$ cat src/rtl/bpea_pkg.sv
package bpea_pkg;

    // Largest block side accepted by default.
    localparam int unsigned BPEA_MAX_BLOCK_DIM = 64;

    // Field widths.
    localparam int unsigned IDX_W  = 13;
    localparam int unsigned REG_W  = 7;
    localparam int unsigned POS_W  = 20;
    localparam int unsigned ADDR_W = 4;
    localparam int unsigned DATA_W = 32;

    // Register indexes, taken from paddr[3:2].
    localparam logic [1:0] REG_DIAG_BLOCK_COUNT = 2'd0;
    localparam logic [1:0] REG_BLOCK_SIZE       = 2'd1;
    localparam logic [1:0] REG_LAST_BLOCK_SIZE  = 2'd2;

    // Reset values of the registers.
    localparam logic [REG_W-1:0] RST_DIAG_BLOCK_COUNT = 7'd1;
    localparam logic [REG_W-1:0] RST_BLOCK_SIZE       = 7'd1;
    localparam logic [REG_W-1:0] RST_LAST_BLOCK_SIZE  = 7'd0;

    // Configuration and the constants derived from it.
    typedef struct packed {
        logic [REG_W-1:0] k;       // number of regular diagonal blocks
        logic [REG_W-1:0] r;       // side of regular blocks
        logic [REG_W-1:0] s;       // side of final diagonal block
        logic             ok;      // geometry is usable
        logic [13:0]      kr;      // k*r
        logic [12:0]      tri_r;   // r*(r+1)/2
        logic [13:0]      r2;      // r*r
        logic [13:0]      sr;      // s*r
        logic [14:0]      dim;     // k*r + s
        logic [POS_W-1:0] tail;    // start of the off-diagonal blocks
        logic [POS_W-1:0] kmr2;    // (k-1)*r*r
    } cfg_t;

endpackage

$ cat src/rtl/bpea_cfg.sv
module bpea_cfg
    import bpea_pkg::*;
#(
    parameter int unsigned MAX_BLOCK_DIM = BPEA_MAX_BLOCK_DIM
) (
    input  logic              aclk,
    input  logic              aresetn,
    input  logic              psel,
    input  logic              penable,
    input  logic              pwrite,
    input  logic [ADDR_W-1:0] paddr,
    input  logic [DATA_W-1:0] pwdata,
    output logic [DATA_W-1:0] prdata,
    output logic              pready,
    output cfg_t              cfg
);

    logic [REG_W-1:0] k_reg, r_reg, s_reg;
    logic             wr_en;

    // Derived constants, first rank.
    logic [13:0] kr_reg, kr_next;
    logic [12:0] tri_r_reg, tri_r_next;
    logic [12:0] tri_s_reg, tri_s_next;
    logic [13:0] r2_reg, r2_next;
    logic [13:0] sr_reg, sr_next;
    logic [13:0] km1r_reg, km1r_next;
    logic [13:0] prod_r, prod_s;

    // Derived constants, second rank.
    logic [14:0]      dim_reg, dim_next;
    logic [POS_W-1:0] tail_reg, tail_next;
    logic [POS_W-1:0] kmr2_reg, kmr2_next;

    logic cfg_ok;

    assign pready = 1'b1;
    assign wr_en  = psel & penable & pwrite;

    // Register writes; only the low seven bits of the data are kept.
    always_ff @(posedge aclk) begin
        if (!aresetn) begin
            k_reg <= RST_DIAG_BLOCK_COUNT;
            r_reg <= RST_BLOCK_SIZE;
            s_reg <= RST_LAST_BLOCK_SIZE;
        end else if (wr_en) begin
            case (paddr[3:2])
                REG_DIAG_BLOCK_COUNT: k_reg <= pwdata[REG_W-1:0];
                REG_BLOCK_SIZE:       r_reg <= pwdata[REG_W-1:0];
                REG_LAST_BLOCK_SIZE:  s_reg <= pwdata[REG_W-1:0];
                default: ;
            endcase
        end
    end

    // Register reads.
    always_comb begin
        case (paddr[3:2])
            REG_DIAG_BLOCK_COUNT: prdata = {{(DATA_W-REG_W){1'b0}}, k_reg};
            REG_BLOCK_SIZE:       prdata = {{(DATA_W-REG_W){1'b0}}, r_reg};
            REG_LAST_BLOCK_SIZE:  prdata = {{(DATA_W-REG_W){1'b0}}, s_reg};
            default:              prdata = '0;
        endcase
    end

    // First rank: one small product each.
    always_comb begin
        prod_r     = {7'b0, r_reg} * ({7'b0, r_reg} + 14'd1);
        prod_s     = {7'b0, s_reg} * ({7'b0, s_reg} + 14'd1);
        kr_next    = {7'b0, k_reg} * {7'b0, r_reg};
        tri_r_next = prod_r[13:1];
        tri_s_next = prod_s[13:1];
        r2_next    = {7'b0, r_reg} * {7'b0, r_reg};
        sr_next    = {7'b0, s_reg} * {7'b0, r_reg};
        km1r_next  = {7'b0, k_reg - 7'd1} * {7'b0, r_reg};
    end

    // Second rank: sums and products built on first-rank values, taken modulo the position range.
    always_comb begin
        dim_next  = {1'b0, kr_reg} + {8'b0, s_reg};
        tail_next = {13'b0, k_reg} * {7'b0, tri_r_reg} + {7'b0, tri_s_reg};
        kmr2_next = {6'b0, km1r_reg} * {13'b0, r_reg};
    end

    always_ff @(posedge aclk) begin
        kr_reg    <= kr_next;
        tri_r_reg <= tri_r_next;
        tri_s_reg <= tri_s_next;
        r2_reg    <= r2_next;
        sr_reg    <= sr_next;
        km1r_reg  <= km1r_next;
        dim_reg   <= dim_next;
        tail_reg  <= tail_next;
        kmr2_reg  <= kmr2_next;
    end

    // A zero block size or an oversized register disables every lookup.
    assign cfg_ok = (r_reg != '0)
                 && (32'(k_reg) <= 32'(MAX_BLOCK_DIM))
                 && (32'(r_reg) <= 32'(MAX_BLOCK_DIM))
                 && (32'(s_reg) <= 32'(MAX_BLOCK_DIM));

    always_comb begin
        cfg.k     = k_reg;
        cfg.r     = r_reg;
        cfg.s     = s_reg;
        cfg.ok    = cfg_ok;
        cfg.kr    = kr_reg;
        cfg.tri_r = tri_r_reg;
        cfg.r2    = r2_reg;
        cfg.sr    = sr_reg;
        cfg.dim   = dim_reg;
        cfg.tail  = tail_reg;
        cfg.kmr2  = kmr2_reg;
    end

endmodule

$ cat src/rtl/block3_packed_element_address_unit.sv
// Channel   Direction  Fields (lowest bit first)
// s_        in         tdata: row_index[12:0], col_index[25:13]
// m_        out        tdata: position[19:0]; tuser: found
// APB       in/out     diag_block_count @0x0, block_size @0x4, last_block_size @0x8
//
// One request is taken every cycle unless a stall on m_tready reaches s_tready.
// The pipeline has eight register stages: input swap, four two-bit steps of the
// block-row division, block classification, multiplies, and the final sum.
// A stalled output holds; stages with empty slots still fill, so nothing is lost.
// Reset is synchronous on aresetn; it clears the valid bits and returns the
// configuration registers to their reset values.
module block3_packed_element_address_unit
    import bpea_pkg::*;
#(
    parameter int unsigned MAX_BLOCK_DIM = BPEA_MAX_BLOCK_DIM
) (
    input  logic              aclk,
    input  logic              aresetn,
    input  logic              s_tvalid,
    output logic              s_tready,
    input  logic [31:0]       s_tdata,   // row_index[12:0], col_index[25:13]
    output logic              m_tvalid,
    input  logic              m_tready,
    output logic [23:0]       m_tdata,   // position[19:0]
    output logic              m_tuser,   // found
    input  logic              psel,
    input  logic              penable,
    input  logic              pwrite,
    input  logic [ADDR_W-1:0] paddr,
    input  logic [DATA_W-1:0] pwdata,
    output logic [DATA_W-1:0] prdata,
    output logic              pready
);

    localparam int unsigned NSTG = 8;

    typedef enum logic [1:0] {
        KIND_NONE,
        KIND_DIAG,
        KIND_SUB,
        KIND_BOT
    } kind_t;

    typedef struct packed {
        logic [IDX_W-1:0] rem;
        logic [7:0]       q;
    } rq_t;

    typedef struct packed {
        logic [IDX_W-1:0] i;
        logic [IDX_W-1:0] j;
        rq_t              di;
        rq_t              dj;
    } div_t;

    typedef struct packed {
        kind_t      kind;
        logic [6:0] ib;
        logic [6:0] jb;
        logic [6:0] ie;
        logic [6:0] je;
    } cls_t;

    cfg_t cfg;

    // Two bits of restoring division; the quotient never exceeds eight bits
    // for an index inside the matrix.
    function automatic rq_t div_step2(input rq_t x, input logic [6:0] d,
                                      input int unsigned b);
        logic [14:0] t;
        rq_t         y;
        y = x;
        for (int n = 1; n >= 0; n--) begin
            t = 15'(d) << (b + n);
            if ({2'b00, y.rem} >= t) begin
                y.rem        = y.rem - t[IDX_W-1:0];
                y.q[b + n]   = 1'b1;
            end
        end
        return y;
    endfunction

    bpea_cfg #(
        .MAX_BLOCK_DIM(MAX_BLOCK_DIM)
    ) u_cfg (
        .aclk    (aclk),
        .aresetn (aresetn),
        .psel    (psel),
        .penable (penable),
        .pwrite  (pwrite),
        .paddr   (paddr),
        .pwdata  (pwdata),
        .prdata  (prdata),
        .pready  (pready),
        .cfg     (cfg)
    );

    // Stage valid bits and the ready chain; a stage moves when it is empty
    // or when the stage after it moves.
    logic [NSTG:1] v_reg;
    logic [NSTG:1] adv;

    always_comb begin
        adv[NSTG] = !v_reg[NSTG] || m_tready;
        for (int n = NSTG - 1; n >= 1; n--) begin
            adv[n] = !v_reg[n] || adv[n+1];
        end
    end

    assign s_tready = adv[1];

    always_ff @(posedge aclk) begin
        if (!aresetn) begin
            v_reg <= '0;
        end else begin
            if (adv[1]) begin
                v_reg[1] <= s_tvalid;
            end
            for (int n = 2; n <= NSTG; n++) begin
                if (adv[n]) begin
                    v_reg[n] <= v_reg[n-1];
                end
            end
        end
    end

    // Stage 1: fold into the lower triangle.
    logic [IDX_W-1:0] row_in, col_in;
    logic [IDX_W-1:0] p1_i_reg, p1_j_reg;

    assign row_in = s_tdata[12:0];
    assign col_in = s_tdata[25:13];

    always_ff @(posedge aclk) begin
        if (adv[1] && s_tvalid) begin
            p1_i_reg <= (row_in < col_in) ? col_in : row_in;
            p1_j_reg <= (row_in < col_in) ? row_in : col_in;
        end
    end

    // Stages 2 to 5: block row and column by two quotient bits per stage.
    div_t dv_reg [2:5];
    div_t dv_in  [2:5];

    always_comb begin
        dv_in[2].i      = p1_i_reg;
        dv_in[2].j      = p1_j_reg;
        dv_in[2].di.rem = p1_i_reg;
        dv_in[2].di.q   = '0;
        dv_in[2].dj.rem = p1_j_reg;
        dv_in[2].dj.q   = '0;
        for (int n = 3; n <= 5; n++) begin
            dv_in[n] = dv_reg[n-1];
        end
    end

    for (genvar g = 2; g <= 5; g++) begin : g_div
        always_ff @(posedge aclk) begin
            if (adv[g] && v_reg[g-1]) begin
                dv_reg[g].i  <= dv_in[g].i;
                dv_reg[g].j  <= dv_in[g].j;
                dv_reg[g].di <= div_step2(dv_in[g].di, cfg.r, 2 * (5 - g));
                dv_reg[g].dj <= div_step2(dv_in[g].dj, cfg.r, 2 * (5 - g));
            end
        end
    end

    // Stage 6: range check, clamp to the last block row and classify.
    cls_t        p6_reg, p6_next;
    logic        in_range, clamp_i, clamp_j;
    logic [13:0] i_off, j_off;

    always_comb begin
        in_range = cfg.ok && ({2'b00, dv_reg[5].i} < cfg.dim);
        clamp_i  = dv_reg[5].di.q > {1'b0, cfg.k};
        clamp_j  = dv_reg[5].dj.q > {1'b0, cfg.k};
        i_off    = {1'b0, dv_reg[5].i} - cfg.kr;
        j_off    = {1'b0, dv_reg[5].j} - cfg.kr;

        p6_next.ib = clamp_i ? cfg.k : dv_reg[5].di.q[6:0];
        p6_next.jb = clamp_j ? cfg.k : dv_reg[5].dj.q[6:0];
        p6_next.ie = clamp_i ? i_off[6:0] : dv_reg[5].di.rem[6:0];
        p6_next.je = clamp_j ? j_off[6:0] : dv_reg[5].dj.rem[6:0];

        if (!in_range) begin
            p6_next.kind = KIND_NONE;
        end else if (p6_next.ib == p6_next.jb) begin
            p6_next.kind = KIND_DIAG;
        end else if ((p6_next.ib < cfg.k)
                  && ({1'b0, p6_next.ib} == {1'b0, p6_next.jb} + 8'd1)) begin
            p6_next.kind = KIND_SUB;
        end else if (p6_next.ib == cfg.k) begin
            p6_next.kind = KIND_BOT;
        end else begin
            p6_next.kind = KIND_NONE;
        end
    end

    always_ff @(posedge aclk) begin
        if (adv[6] && v_reg[5]) begin
            p6_reg <= p6_next;
        end
    end

    // Stage 7: the two products and the block base plus column offset.
    logic [20:0]      m1_reg, m1_next;
    logic [14:0]      m2_reg, m2_next;
    logic [POS_W-1:0] base_reg, base_next;
    logic             diag_reg, found7_reg;
    logic [6:0]       op1;
    logic [13:0]      f1;
    logic [7:0]       f2;
    logic [POS_W-1:0] blk_base;

    always_comb begin
        case (p6_reg.kind)
            KIND_DIAG: begin
                op1      = p6_reg.ib;
                f1       = {1'b0, cfg.tri_r};
                f2       = {1'b0, p6_reg.ie} + 8'd1;
                blk_base = '0;
            end
            KIND_SUB: begin
                op1      = p6_reg.jb;
                f1       = cfg.r2;
                f2       = {1'b0, cfg.r};
                blk_base = cfg.tail;
            end
            KIND_BOT: begin
                op1      = p6_reg.jb;
                f1       = cfg.sr;
                f2       = {1'b0, cfg.r};
                blk_base = cfg.tail + cfg.kmr2;
            end
            default: begin
                op1      = '0;
                f1       = '0;
                f2       = '0;
                blk_base = '0;
            end
        endcase
        m1_next   = {14'b0, op1} * {7'b0, f1};
        m2_next   = {8'b0, p6_reg.ie} * {7'b0, f2};
        base_next = blk_base + {13'b0, p6_reg.je};
    end

    always_ff @(posedge aclk) begin
        if (adv[7] && v_reg[6]) begin
            m1_reg     <= m1_next;
            m2_reg     <= m2_next;
            base_reg   <= base_next;
            diag_reg   <= (p6_reg.kind == KIND_DIAG);
            found7_reg <= (p6_reg.kind != KIND_NONE);
        end
    end

    // Stage 8: final sum; the triangle term is halved for diagonal blocks.
    logic [POS_W-1:0] pos_reg, pos_next;
    logic             found_reg;
    logic [POS_W-1:0] term2;

    always_comb begin
        term2    = diag_reg ? {6'b0, m2_reg[14:1]} : {5'b0, m2_reg};
        pos_next = base_reg + m1_reg[POS_W-1:0] + term2;
    end

    always_ff @(posedge aclk) begin
        if (adv[8] && v_reg[7]) begin
            pos_reg   <= found7_reg ? pos_next : '0;
            found_reg <= found7_reg;
        end
    end

    assign m_tvalid = v_reg[NSTG];
    assign m_tdata  = {4'b0, pos_reg};
    assign m_tuser  = found_reg;

endmodule
$ cat config.mk
export PLATFORM = sky130hd
export DESIGN_NAME = block3_packed_element_address_unit
export DESIGN_NICKNAME = d
export VERILOG_FILES = /design/src/rtl/bpea_pkg.sv /design/src/rtl/bpea_cfg.sv /design/src/rtl/block3_packed_element_address_unit.sv
export SDC_FILE = /design/constraint.sdc
export NUM_CORES = 2
export LEC_CHECK = 0
export ABC_AREA = 1
export BUFFER_PORTS_ARGS = -buffer_cell sky130_fd_sc_hd__clkbuf_2
export CAP_MARGIN = 5
export CORE_ASPECT_RATIO = 1.2
export CORE_MARGIN = 1.5
export CORE_UTILIZATION = 50
export CTS_CLUSTER_DIAMETER = 120
export DETAILED_ROUTE_END_ITERATION = 6
export GPL_TIMING_DRIVEN = 0
export PLACE_DENSITY = 0.64
export SYNTH_ARGS = -nofsm -noshare
export SYNTH_HDL_FRONTEND = slang
export SYNTH_SLANG_ARGS = --single-unit
$ cat constraint.sdc
create_clock -name aclk -period 16.8 [get_ports aclk]
set_clock_uncertainty 0.2 [all_clocks]
set_input_delay 1.68 -clock aclk [delete_from_list [all_inputs] [get_ports aclk]]
set_output_delay 1.68 -clock aclk [all_outputs]
set_load 0.1 [all_outputs]
# Word level (Yosys, flattened, before mapping)
# Memories as Yosys holds them, arrays and structs flattened.
# Index checks and enable logic that the tools add are counted.
dict set report word_totals {
  register_bits 300
  ram_bits 272
  input_bits 75
  wordCells 230
  memories 1
}
dict set report classes {
  addsub 29
  mul 10
  n_lt_le_gt_ge 24
  eq_ne 8
  mux 83
  bitwise 3
  n_reduce_logical 37
}
# memory words word_bits rd rd_clocked_by_memory_dff write_ports line_no
set mem_list {}
lappend mem_list {dv_reg 4 68 4 0 4 block3_packed_element_address_unit.sv:142} ;# div_t dv_reg [2:5];
# operator count
set op_table {}
lappend op_table {{2-to-1 mux 13 bit} 30}
lappend op_table {{multiplier 7 x 7 -> 14 bit} 4}
lappend op_table {{2-to-1 mux 14 bit} 4}
lappend op_table {{subtractor 13 bit} 4}
lappend op_table {{one-hot mux 14 bit (3 select lines)} 1}
lappend op_table {{adder 20 bit} 2}
lappend op_table {{one-hot mux 20 bit (2 select lines)} 1}
lappend op_table {{2-to-1 mux 1 bit} 37}
lappend op_table {{adder 7 x 1 -> 8 bit, second input constant} 4}
lappend op_table {{>= comparator 13 x 14 -> 1 bit} 2}
lappend op_table {{multiplier 7 x 14 -> 14 bit} 2}
lappend op_table {{2-to-1 mux 7 bit} 4}
lappend op_table {{>= comparator 13 x 10 -> 1 bit} 2}
lappend op_table {{>= comparator 13 x 11 -> 1 bit} 2}
lappend op_table {{>= comparator 13 x 12 -> 1 bit} 2}
lappend op_table {{>= comparator 13 bit} 2}
lappend op_table {{>= comparator 13 x 7 -> 1 bit} 2}
lappend op_table {{>= comparator 13 x 8 -> 1 bit} 2}
lappend op_table {{>= comparator 13 x 9 -> 1 bit} 2}
lappend op_table {{subtractor 13 x 10 -> 13 bit} 2}
lappend op_table {{subtractor 13 x 11 -> 13 bit} 2}
lappend op_table {{subtractor 13 x 12 -> 13 bit} 2}
lappend op_table {{subtractor 13 x 7 -> 13 bit} 2}
lappend op_table {{subtractor 13 x 8 -> 13 bit} 2}
lappend op_table {{35 further kinds} 75}

# Longest topological paths before layout
dict set report logic_depth {
  ltp_word 13
  depth_mapped 30
  ltp_nobuf 29
}

# By module
# From an unflattened synthesis, not the netlist that was laid out.
dict set report hier_totals {
  cells_unflattened 6033
  area_unflattened_um2 48808.1
}
# mod n_inst cells_per_inst area_per_inst_um2 seq_area_each_um2
set modules_own_cells {}
lappend modules_own_cells {block3_packed_element_address_unit 1 3289 27850.5 9829.4}
lappend modules_own_cells {bpea_cfg 1 2744 20957.6 3143.0}

# Worst setup path after synthesis
# OpenSTA, ideal clock, no wires.
dict set report synth_timing {
  path_kind {reg2reg}
  startpoint {register u_cfg.r_reg[1]}
  endpoint {register m2_reg[13], data pin}
  setup_time_ns 0.258
  arrival_time_ns 5.303
  setup_slack_ns 11.039
  stages_incl_launch_ff 21
  period_less_slack_ns 5.761
  path_cell_list {dfxtp_1 clkbuf_1 inv_1 o22ai_1 nand2_1 fa_1 fa_1 inv_1 fa_1 inv_1 fa_1 inv_1 ha_1 a21oi_1 o21ai_0 a21oi_1 o21ai_0 a21oi_1 nor2_1 nor2_1 xnor2_1}
}
dict set report synth_between {
  elab_chain_len 2
}
# item line_no
set synth_rtl {}
lappend synth_rtl {{start: declaration} bpea_cfg.sv:18} ;# logic [REG_W-1:0] k_reg, r_reg, s_reg;
lappend synth_rtl {{start signal: assignment} bpea_cfg.sv:49} ;# REG_BLOCK_SIZE: r_reg <= pwdata[REG_W-1:0];
lappend synth_rtl {{one-hot mux 8 bit (2 select lines)} block3_packed_element_address_unit.sv:216} ;# case (p6_reg.kind)
lappend synth_rtl {{multiplier 7 x 8 -> 15 bit} block3_packed_element_address_unit.sv:243} ;# m2_next = {8'b0, p6_reg.ie} * {7'b0, f2};
lappend synth_rtl {{via m2_next[13]} block3_packed_element_address_unit.sv:207} ;# logic [14:0] m2_reg, m2_next;
lappend synth_rtl {{end signal: assignment} block3_packed_element_address_unit.sv:250} ;# m2_reg <= m2_next;
lappend synth_rtl {{end: declaration} block3_packed_element_address_unit.sv:207}
# The timed path passes the listed nets, and every way through them passes these cells.
# A chain may end at the register's enable or synchronous reset.

# Worst setup path after layout
dict set report layout_timing {
  startpoint {register u_cfg.r_reg[0]}
  endpoint {register u_cfg.tri_r_reg[11]}
}
dict set report layout_between {
  elab_chain_len 2
}
# item line_no
set layout_rtl {}
lappend layout_rtl {{adder 7 x 1 -> 8 bit} bpea_cfg.sv:68} ;# prod_r = {7'b0, r_reg} * ({7'b0, r_reg} + 14'd1);
lappend layout_rtl {{multiplier 7 x 14 -> 14 bit (*)} bpea_cfg.sv:68}
lappend layout_rtl {{via u_cfg.prod_r[12]} bpea_cfg.sv:28} ;# logic [13:0] prod_r, prod_s;
lappend layout_rtl {{end signal: assignment} bpea_cfg.sv:87} ;# tri_r_reg <= tri_r_next;
lappend layout_rtl {{end: declaration} bpea_cfg.sv:23} ;# logic [12:0] tri_r_reg, tri_r_next;
# The timed path passes the listed nets; every way through them passes the cells marked *.

==> metrics <==
Routed WL 122000 um; DP Area 0.0496 mm^2; TritonCTS clock tree yes; Slew headroom 29.3%; pin count of the biggest net entering global routing 45; switch share 30.6%; Boundary Pins 135; reg2reg path depth 26; Mapped Cells 5607; worst slew pin tran 1.06 ns; mapped cell area 0.0473 mm^2; Sw Pwr 1.05 mW; remaining global-route overflow 0; crit path launch type flip-flop; power density over the cells 66.8 mW/mm^2; # Post-CTS Setup Buffers 0; Max VDD drop 0.0830 mV; Clk Latency, worst-skew pair 0.64 ns; sequential share of the synthesized area 27.4%; Synth warnings 0; final setup violation count 0; core area 0.0937 mm^2; WHS Path Cells 0; max reg flops 188; Buffers on Ports 71; GRT Util Overall 25.8%; DRC 0; num rows 123; post-route antenna net violation count 0; Combinational Power Share 23.0%; initial antenna violation count 3; CTS Buf Count 54; Tcrit/Tclk final 40.1%; routed length per placed instance 17.3 um; Fmax 149 MHz; Leak 26.4 nW; cts hold-fix bufs 0; vias in the first global route 37141; syn_area_per_cell 8.43 um^2; Final GP Congestion 0.945; Clock Pin Slew Worst Setup and Hold Paths 0.06 ns; die width 284 um; First-pass DRT Iterations 6; crit end category flip-flop; Clk pwr share 36.7%; status finished, final reports clean; Hold Crit Class flip-flop to flip-flop; number of synthesized flops with an enable pin 322; Max Cap Viol 0; Final #Nets 6810; placed insts 6967; crit path max fanout 10; flop2flop setup slack 10.07 ns; violation count after the first detailed-routing iteration 2189; Power Internal 2.39 mW; CTS HTree Levels 2; clock sinks 487; fin cells 7070; Setup TNS 0 ns; final hold violation count 0; Netlist cell types 75; Die Y 340 um; Yosys reg bits 487; Final Cell Area 0.0515 mm^2; root buffer cell clkbuf_16; Post-synth ARST share 0%; minimum clock period 6.73 ns; Slew Viols, Final 0; CP arrival 7.09 ns; kind of critical path flip-flop to flip-flop; prevailing post-synth register cell edfxtp_1; first-pass GRT wire length 196000 um; CTS max path bufs 3; layout cells sized above 1 6.27%; vias 36730; required time of the critical path 17.16 ns; Layout area overhead 8.96%; Initial Util 50.4%; routed vias/inst 5.20; filler instances 8667; Hold WS 0.217 ns; RSZ-0062 raised after global routing no; post-CTS sizing 0; die area 0.0964 mm^2; Flop pwr share 40.2%; DP HPWL 99300 um
synth_stat cells, drive strengths merged, types with 16 or more instances:
master  number  area (um^2)
o21ai      253         1350
nand3      191         1020
nor3        51          292
xnor2       88          771
dfxtp      165         3300
nand2     1299         4960
a21oi      351         1780
nor2       326         1330
ha         570         7130
o31ai       16          120
xor2       176         1540
fa         392         7850
edfxtp     322         9670
buf         81          489
or2         18          115
clkbuf      74          292
inv       1057         3970
nand4       37          238
routing by layer:
layer	vias up	wire, um	GRT usage (%)
met1	17323	49000	30.1
met4	6	7530	14.1
met5	-	36	0
met3	289	6210	3.60
met2	932	59700	45.7
li1	18180	-	-
kinds of logic (layout without fill, tap and decap cells):
family,count (synthesis),after routing,share of synthesized area (%)
buf+inv,1216,1400,10.1
mux,5,5,0.119
flops,487,487,27.4
other cells,2,31,0.0159
xor+xnor,264,264,4.89
fa+ha+maj,962,962,31.7
simple gates,1946,1946,17.2
compound gates,725,725,8.60
worst max-delay path, stage by stage (launching register included):
cell and delay (ns):
dfxtp_1 0.78, clkbuf_1 0.69, buf_1 0.64, nand2_1 0.12, ha_1 0.37, inv_1 0.16
nand2_1 0.09, fa_1 0.53, inv_1 0.04, ha_1 0.27, inv_1 0.05, fa_1 0.48
fa_1 0.50, inv_1 0.05, ha_1 0.34, a21oi_1 0.16, nand2_1 0.09, nand2_1 0.07
nand2_1 0.07, a21oi_1 0.21, inv_1 0.07, a21oi_1 0.13, o21bai_1 0.10, nand2_1 0.07
nand2_1 0.05, a21oi_1 0.15, xnor2_1 0.14
placed cells by master, fill, tap and decap left out, types with 37 or more instances in the layout:
| cell | instances |
|---|---|
| ha_1 | 570 |
| o21ai_0 | 201 |
| nor3_1 | 45 |
| edfxtp_1 | 322 |
| xnor2_1 | 88 |
| clkbuf_16 | 60 |
| fa_1 | 392 |
| clkbuf_2 | 83 |
| dfxtp_1 | 165 |
| clkbuf_1 | 71 |
| xor2_1 | 176 |
| o21ai_1 | 37 |
| inv_1 | 1031 |
| nor2_1 | 301 |
| buf_4 | 37 |
| a21oi_1 | 346 |
| nand3_1 | 182 |
| nand2_1 | 1281 |
layout make-up:
cell class,count,area (um^2),area share (%)
Antenna cell,1,2.50,0.00486
Buffer,155,782,1.52
Clock buffer,77,1640,3.18
Clock inverter,25,279,0.542
Inverter,1061,3990,7.74
Multi-Input combinational cell,3932,29700,57.6
Sequential cell,487,13000,25.2
Tap cell,1250,1560,3.04
Timing Repair Buffer,82,621,1.20
power by group through the flow:
stage / Clock, mW / Sequential (mW) / Combinational [mW]
CTS: 1.29 / 1.39 / 0.795
detailed placement: 0 / 1.41 / 0.792
floorplan: 0 / 1.40 / 0.620
global placement: 0 / 1.41 / 0.771
global route: 1.33 / 1.39 / 0.899
finish: 1.26 / 1.38 / 0.793
path summary, 6_finish.rpt:
check | startpoint | end
hold / removal | dv_reg[2][3] | dv_reg[2][71]
setup reg to reg | u_cfg.r_reg[0] | u_cfg.tri_r_reg[11]
hold reg to reg | dv_reg[2][3] | dv_reg[2][71]
setup / recovery | u_cfg.r_reg[0] | u_cfg.tri_r_reg[11]
per-stage QoR:
| step | worst slack [ns] | total power, mW | utilization [%] |
|---|---|---|---|
| floorplan | 11.04 | 2.02 | - |
| global placement | 9.29 | 2.18 | 52.6 |
| detailed placement | 10.16 | 2.20 | 52.9 |
| CTS | 10.13 | 3.47 | 55.0 |
| global route | 9.71 | 3.62 | 55.0 |
| finish | 10.07 | 3.44 | 55.0 |
Power figures use the tool's default switching activity.
